`src/b64sd_pkg.sv`:
```
package b64sd_pkg;

    // Result queue: worst case one character yields three entries
    // (a full group, or a three-sextet flush followed by the end entry).
    localparam int FIFO_DEPTH    = 4;
    localparam int PTR_W         = 2;
    localparam int CNT_W         = 3;
    localparam int MAX_PER_CHAR  = 3;

    localparam logic [7:0] CHAR_NUL = 8'h00;
    localparam logic [7:0] CHAR_PAD = 8'h3D;  // '='
    localparam logic [7:0] CHAR_PLUS  = 8'h2B;  // '+'
    localparam logic [7:0] CHAR_SLASH = 8'h2F;  // '/'

    localparam logic [15:0] COUNT_MAX = 16'hFFFF;

    typedef struct packed {
        logic [7:0]  out_byte;
        logic        byte_valid;
        logic        out_last;
        logic        status;
        logic [15:0] total_bytes;
    } b64sd_item_t;

    typedef struct packed {
        logic       valid;
        logic [5:0] value;
    } b64sd_sextet_t;

    // Alphabet lookup: A-Z a-z 0-9 + /
    function automatic b64sd_sextet_t sextet_of(input logic [7:0] c);
        b64sd_sextet_t r;
        r.valid = 1'b1;
        r.value = 6'd0;
        if (c inside {[8'h41:8'h5A]})
        begin
            r.value = 6'(c - 8'h41);
        end
        else if (c inside {[8'h61:8'h7A]})
        begin
            r.value = 6'(c - 8'd71);
        end
        else if (c inside {[8'h30:8'h39]})
        begin
            r.value = 6'(c + 8'd4);
        end
        else if (c == CHAR_PLUS)
        begin
            r.value = 6'd62;
        end
        else if (c == CHAR_SLASH)
        begin
            r.value = 6'd63;
        end
        else
        begin
            r.valid = 1'b0;
        end
        return r;
    endfunction

endpackage

```
`src/base64_stream_decoder.sv`:
```
// Streaming base64 decoder, standard alphabet (A-Z a-z 0-9 + /). One
// character enters per s_* transaction; every fourth valid character
// releases three decoded bytes on m_*. A '=' or a NUL in the middle of a
// group flushes the partial group (1 byte for one or two sextets held, 2
// bytes for three, missing sextets read as zero). After '=' or an invalid
// character the rest of the string is ignored until NUL. NUL closes the
// string with an end transaction (m_tlast high, m_tuser low) that carries
// the status (1 = invalid character seen, discard the bytes) and the
// decoded byte count saturating at 65535, then the decoder returns to its
// reset state. Rate: the decode for a character is done in the cycle it is
// accepted and its results land in a four-entry result queue, visible on
// m_* from the next cycle; the output drains one transaction per cycle while
// m_tready is high. A character is accepted whenever at most one result is
// still queued. A character that queues three results (a full group, or a
// NUL after three held sextets) or two results holds s_tready low until the
// queue has drained to one entry, so a steady run of valid characters is
// held back after each full group; stalls on m_tready add to that.
module base64_stream_decoder
    import b64sd_pkg::*;
(
    input  logic        clk,
    input  logic        rst_n,

    input  logic        s_tvalid,
    output logic        s_tready,
    input  logic [7:0]  s_tdata,   // [7:0] in_char

    output logic        m_tvalid,
    input  logic        m_tready,
    output logic [31:0] m_tdata,   // [7:0] out_byte, [8] status,
                                   // [24:9] total_bytes, [31:25] zero
    output logic        m_tuser,   // [0] byte_valid
    output logic        m_tlast    // out_last
);

    // Decoder state
    logic [1:0]   pos_reg, pos_next;          // sextets held in the group
    logic [17:0]  held_reg, held_next;        // held sextets, newest low
    logic         stopped_reg, stopped_next;  // after '=' or invalid char
    logic         error_reg, error_next;
    logic [15:0]  count_reg, count_next;      // decoded bytes, saturating

    // Result queue
    b64sd_item_t  fifo_reg [FIFO_DEPTH];
    logic [PTR_W-1:0] wr_ptr_reg, rd_ptr_reg;
    logic [CNT_W-1:0] fill_reg, fill_next;

    logic          s_accept;
    logic          m_accept;
    b64sd_sextet_t sx;
    logic          is_nul;
    logic          is_pad;
    logic [1:0]    flush_bytes;
    logic [1:0]    n_bytes;
    logic [CNT_W-1:0] n_wr;
    logic [7:0]    byte_val [MAX_PER_CHAR];
    b64sd_item_t   wr_item [MAX_PER_CHAR];
    logic [16:0]   count_sum;
    logic [15:0]   count_sat;

    assign s_accept = s_tvalid && s_tready;
    assign m_accept = m_tvalid && m_tready;

    // Room for the worst case of three new entries
    assign s_tready = (fill_reg <= CNT_W'(FIFO_DEPTH - MAX_PER_CHAR));

    assign sx     = sextet_of(s_tdata);
    assign is_nul = (s_tdata == CHAR_NUL);
    assign is_pad = (s_tdata == CHAR_PAD);

    // Bytes a partial-group flush produces
    always_comb
    begin
        case (pos_reg)
            2'd0:    flush_bytes = 2'd0;
            2'd3:    flush_bytes = 2'd2;
            default: flush_bytes = 2'd1;
        endcase
    end

    // Next state and the bytes this character releases
    always_comb
    begin
        pos_next     = pos_reg;
        held_next    = held_reg;
        stopped_next = stopped_reg;
        error_next   = error_reg;
        n_bytes      = 2'd0;
        byte_val[0]  = 8'd0;
        byte_val[1]  = 8'd0;
        byte_val[2]  = 8'd0;

        // Partial-group bytes, used on '=' and NUL
        case (pos_reg)
            2'd1:    byte_val[0] = {held_reg[5:0], 2'b00};
            2'd2:    byte_val[0] = held_reg[11:4];
            2'd3:
            begin
                byte_val[0] = held_reg[17:10];
                byte_val[1] = held_reg[9:2];
            end
            default: byte_val[0] = 8'd0;
        endcase

        if (is_nul)
        begin
            n_bytes      = stopped_reg ? 2'd0 : flush_bytes;
            pos_next     = 2'd0;
            held_next    = '0;
            stopped_next = 1'b0;
            error_next   = 1'b0;
        end
        else if (stopped_reg)
        begin
            n_bytes = 2'd0;
        end
        else if (is_pad)
        begin
            n_bytes      = flush_bytes;
            stopped_next = 1'b1;
            pos_next     = 2'd0;
            held_next    = '0;
        end
        else if (!sx.valid)
        begin
            error_next   = 1'b1;
            stopped_next = 1'b1;
            pos_next     = 2'd0;
            held_next    = '0;
        end
        else if (pos_reg == 2'd3)
        begin
            // Fourth sextet completes the group
            n_bytes     = 2'd3;
            byte_val[0] = held_reg[17:10];
            byte_val[1] = held_reg[9:2];
            byte_val[2] = {held_reg[1:0], sx.value};
            pos_next    = 2'd0;
            held_next   = '0;
        end
        else
        begin
            held_next = {held_reg[11:0], sx.value};
            pos_next  = pos_reg + 2'd1;
        end
    end

    // Saturating byte count; the end entry reports the count after the flush
    assign count_sum = {1'b0, count_reg} + 17'(n_bytes);
    assign count_sat = count_sum[16] ? COUNT_MAX : count_sum[15:0];
    assign count_next = is_nul ? 16'd0 : count_sat;

    // Queue entries: the bytes, then the end entry on NUL
    always_comb
    begin
        for (int i = 0; i < MAX_PER_CHAR; i++)
        begin
            wr_item[i].out_byte    = byte_val[i];
            wr_item[i].byte_valid  = 1'b1;
            wr_item[i].out_last    = 1'b0;
            wr_item[i].status      = 1'b0;
            wr_item[i].total_bytes = 16'd0;
            if (2'(i) == n_bytes)
            begin
                wr_item[i].out_byte    = 8'd0;
                wr_item[i].byte_valid  = 1'b0;
                wr_item[i].out_last    = 1'b1;
                wr_item[i].status      = error_reg;
                wr_item[i].total_bytes = count_sat;
            end
        end
    end

    assign n_wr = s_accept ? (CNT_W'(n_bytes) + CNT_W'(is_nul)) : '0;
    assign fill_next = fill_reg + n_wr - CNT_W'(m_accept);

    always_ff @(posedge clk or negedge rst_n)
    begin
        if (!rst_n)
        begin
            pos_reg     <= '0;
            held_reg    <= '0;
            stopped_reg <= 1'b0;
            error_reg   <= 1'b0;
            count_reg   <= '0;
            wr_ptr_reg  <= '0;
            rd_ptr_reg  <= '0;
            fill_reg    <= '0;
        end
        else
        begin
            if (s_accept)
            begin
                pos_reg     <= pos_next;
                held_reg    <= held_next;
                stopped_reg <= stopped_next;
                error_reg   <= error_next;
                count_reg   <= count_next;
            end
            wr_ptr_reg <= wr_ptr_reg + PTR_W'(n_wr);
            if (m_accept)
            begin
                rd_ptr_reg <= rd_ptr_reg + PTR_W'(1);
            end
            fill_reg <= fill_next;
        end
    end

    // Queue storage, payload only
    always_ff @(posedge clk)
    begin
        for (int i = 0; i < MAX_PER_CHAR; i++)
        begin
            if (CNT_W'(i) < n_wr)
            begin
                fifo_reg[wr_ptr_reg + PTR_W'(i)] <= wr_item[i];
            end
        end
    end

    assign m_tvalid = (fill_reg != '0);
    assign m_tdata  = {7'd0, fifo_reg[rd_ptr_reg].total_bytes,
                       fifo_reg[rd_ptr_reg].status, fifo_reg[rd_ptr_reg].out_byte};
    assign m_tuser  = fifo_reg[rd_ptr_reg].byte_valid;
    assign m_tlast  = fifo_reg[rd_ptr_reg].out_last;

    // Checks
    a_fill_bound: assert property (@(posedge clk) disable iff (!rst_n)
        fill_reg <= CNT_W'(FIFO_DEPTH))
        else $error("result queue overfilled");

    a_nul_ends: assert property (@(posedge clk) disable iff (!rst_n)
        (s_accept && s_tdata == CHAR_NUL) |=> (fill_reg != '0))
        else $error("NUL accepted without end transaction queued");

    a_stop_empty: assert property (@(posedge clk) disable iff (!rst_n)
        stopped_reg |-> (pos_reg == 2'd0 && held_reg == '0))
        else $error("group held while stopped");

    a_err_stops: assert property (@(posedge clk) disable iff (!rst_n)
        error_reg |-> stopped_reg)
        else $error("error flag without stop");

endmodule
```
`config.mk`:
```
export PLATFORM = sky130hd
export DESIGN_NAME = base64_stream_decoder
export DESIGN_NICKNAME = d
export VERILOG_FILES = /design/src/b64sd_pkg.sv /design/src/base64_stream_decoder.sv
export SDC_FILE = /design/constraint.sdc
export NUM_CORES = 1
export LEC_CHECK = 0
export ABC_CLOCK_PERIOD_IN_PS = 12030
export BUFFER_PORTS_ARGS = -buffer_cell sky130_fd_sc_hd__buf_2
export CORE_ASPECT_RATIO = 0.75
export CORE_MARGIN = 1
export CORE_UTILIZATION = 30
export CTS_CLUSTER_SIZE = 25
export DETAILED_ROUTE_END_ITERATION = 8
export SETUP_SLACK_MARGIN = 0.2
export SLEW_MARGIN = 20
export SYNTH_ARGS = -nofsm -noshare
export SYNTH_HDL_FRONTEND = slang
export SYNTH_SLANG_ARGS = --single-unit
export TNS_END_PERCENT = 50
```
`constraint.sdc`:
```
create_clock -name clk -period 12.03 [get_ports clk]
set_clock_uncertainty 0.2 [all_clocks]
set_input_delay 1.203 -clock clk [delete_from_list [all_inputs] [get_ports clk]]
set_output_delay 1.203 -clock clk [all_outputs]
set_load 0.01 [all_outputs]
```
==> out/results.txt <==
Status -> complete, no violations
Drt total wl -> 21200 um
Worst Hold Depth -> 2
Largest net degree at the start of global routing -> 46
Leak Pwr -> 3.53 nW
Diode count -> 0
Placed Instances -> 1096
Final Worst Setup Slack -> 6.54 ns
Clk slew on worst S/H paths -> 0.06 ns
Initial antenna violation count -> 0
Synth warn -> 0
Worst r2r dst -> fifo_reg[3][10]
Max Slew Vio Count -> 0
Total GRT Usage -> 15.3%
Worst IR Drop VDD -> 0.0774 mV
GRT overflow -> 0
Area delta synth->final -> 12.5%
Num rows -> 52
Power per cell area -> 153 nW/um2
Post-CTS sizing -> 0
Worst-skew pair later-pin latency -> 0.43 ns
Placed inst area -> 8780 um2
Max Clk Rate -> 182 MHz
Clock Root Buffer -> clkbuf_16
Fin. Hold Viols -> 0
WL/cell -> 18.8 um
RSZ-0062 raised after global routing -> no
Routed vias -> 6133
First-pass GRT wire length -> 33300 um
R2R depth -> 15
Crit start category -> input pin
Final setup vio count -> 0
Register area share after synthesis -> 52.6%
CTS tree -> built
Hold WC Path Type -> reg2reg
Crit share post-route -> 45.6%
Critical path arrival -> 5.43 ns
Die X -> 194 um
CP Class -> in2reg
MaxCap Viol Count -> 0
Top_reg_cell synth -> edfxtp_1
CP peak stage delay -> 0.81 ns
CP Capture Type -> register
Ratio of cells with drive above 1 in the final layout -> 16.2%
Post-synth ARST share -> 29.4%
DRC violations left -> 0
Final Instance Area -> 9350 um2
Flop2flop setup slack -> 7.36 ns
Critical path's slowest cell -> o21ai_2
Hold path start -> count_reg[0]
Hpwl dp -> 14400 um
Max_slew headroom -> 28.2%
Worst Hold Path EP -> count_reg[0]
Nets@finish -> 801
Die ar. -> 28400 um2
Core area -> 27100 um2
WP data required -> 11.97 ns
I/O pin count -> 48
Post-synth EDFFs -> 108
Synth Cell Area -> 8310 um2
Setup TNS -> 0 ns
H-tree level count -> 4
Post-route insts no fill -> 1129
Max FFs per register -> 108
Initial DRC count -> 867
Total CTS buffers -> 17
Worst Path Max Fanout -> 19
I/O Buffers -> 40
Via/cell ratio -> 5.43
Critical path, cell by cell -> buf_2 > inv_1 > ha_1 > and2_1 > and2_1 > o31a_1 > o211ai_1 > buf_4 > nand2_1 > ha_1 > ha_1 > a21oi_2 > nor2_4 > and2_1 > or3_1 > a21oi_1 > o21ai_2 > nor2_1
#FFs+latches synth -> 153
Initial core utilization -> 30.6%
CTS hold repair buffers -> 0
Post-CTS Setup Inserts -> 0
Chip height -> 146 um
Vias in the first global route -> 5589
Placer Congestion -> 0.908
Reg2reg start -> pos_reg[0]
Slew @ Worst Pin -> 1.07 ns
Cells after synthesis -> 741
ANT nets after route -> 0
Dpl ws -> 6.11 ns
Synth Area per Inst -> 11.2 um2
Longest Clk Path Bufs -> 2
CTS Sinks -> 153
Tmin final -> 5.49 ns
Distinct cells, synth -> 70
Drt pass-1 iters -> 5
## how the worst max path moves through the flow
| stage | start | end | slack (ns) |
|---|---|---|---|
| 2_1_floorplan | s_tdata[2] | fifo_reg[1][0] | 5.79 |
| 3_3_place_gp | s_tdata[2] | fifo_reg[3][12] | 6.26 |
| 3_5_place_dp | s_tdata[2] | fifo_reg[3][5] | 6.11 |
| 4_1_cts | s_tdata[2] | fifo_reg[3][5] | 6.57 |
| 5_1_grt | s_tdata[2] | fifo_reg[3][10] | 6.19 |
| 6_report | s_tdata[2] | fifo_reg[3][10] | 6.54 |
## cell families (layout without fill, tap and decap cells)
kind of cell / count (synthesis) / in the layout / synth area share (%)
AND/OR/NAND/NOR: 265 / 265 / 14.9
AO/OA/AOI/OAI: 175 / 175 / 14.9
flip-flops: 153 / 153 / 52.6
buffers and inverters: 77 / 108 / 4.39
multiplexers: 31 / 31 / 7.83
adder cells (fa/ha/maj): 24 / 24 / 3.79
XOR/XNOR: 15 / 15 / 1.58
other: 1 / 7 / 0.0451
## layer usage
layer / wire length [um] / vias to the layer above / global-route usage, %
li1: - / 2825 / -
met1: 10500 / 3025 / 23.8
met2: 8610 / 269 / 20.1
met3: 1850 / 14 / 4.57
met4: 208 / 0 / 3.73
met5: 0 / - / 0
## cell type report
cell class | count | area (um2)
clock buffer | 19 | 433
clock inverter | 13 | 96.3
fill | 2675 | 17800
inverter | 28 | 105
multi-input combinational | 517 | 3630
sequential | 153 | 4370
tap | 351 | 439
timing repair buffer | 48 | 280
## Yosys cell counts (6+ instances only)
| cell type | count | area [um2] |
|---|---|---|
| nor3_1 | 7 | 35.0 |
| ha_1 | 22 | 275 |
| o221ai_1 | 8 | 70.1 |
| xnor2_1 | 10 | 87.6 |
| dfrtp_1 | 45 | 1130 |
| and3_1 | 7 | 43.8 |
| and2_1 | 9 | 56.3 |
| a32oi_1 | 15 | 131 |
| buf_4 | 11 | 82.6 |
| inv_1 | 28 | 105 |
| mux4_2 | 27 | 608 |
| a221oi_1 | 7 | 61.3 |
| nand2_1 | 73 | 274 |
| edfxtp_1 | 108 | 3240 |
| nand3_1 | 29 | 145 |
| or3_1 | 6 | 37.5 |
| a21oi_1 | 20 | 100 |
| nor2_1 | 106 | 398 |
| clkbuf_1 | 22 | 82.6 |
| a22oi_1 | 8 | 60.1 |
| buf_2 | 10 | 50.1 |
| a22o_1 | 17 | 149 |
| o21ai_0 | 50 | 250 |
## stage by stage
stage | total power, mW | utilization [%] | hold WS (ns)
6_report | 1.43 | 34.5 | 0.301
5_1_grt | 1.49 | 34.5 | 0.322
4_1_cts | 1.44 | 34.3 | 0.298
3_5_place_dp | 0.954 | 32.4 | 0.284
3_3_place_gp | 0.952 | 32.4 | 0.289
2_1_floorplan | 0.854 | - | 0.256
## worst max-delay path: cells and delay by family
family                   cells  cell delay, ns
adder cells (fa/ha/maj)      3            0.82
AND/OR/NAND/NOR              7            1.27
buffers and inverters        3            0.55
AO/OA/AOI/OAI                5            1.56
## power breakdown
part / internal (mW) / switching (mW) / leakage (nW)
sequential: 0.584 / 0.0589 / 1.65
combinational: 0.144 / 0.150 / 1.63
clock: 0.265 / 0.225 / 0.255
total: 0.994 / 0.434 / 3.53
## layout by cell type, fill, tap and decap left out, types with 5 or more instances in the layout
cell	count
a21oi_1	19
a221oi_1	7
a22o_1	17
a22oi_1	8
a32oi_1	15
and2_1	9
and3_1	7
buf_2	40
buf_4	7
clkbuf_16	17
conb_1	7
dfrtp_1	44
edfxtp_1	108
ha_1	22
inv_1	28
mux4_2	27
nand2_1	73
nand3_1	29
nor2_1	106
nor3_1	7
o211ai_1	5
o21ai_0	49
o221ai_1	8
or3_1	6
xnor2_1	10
xor2_1	5
(Power assumes the default switching activity.)
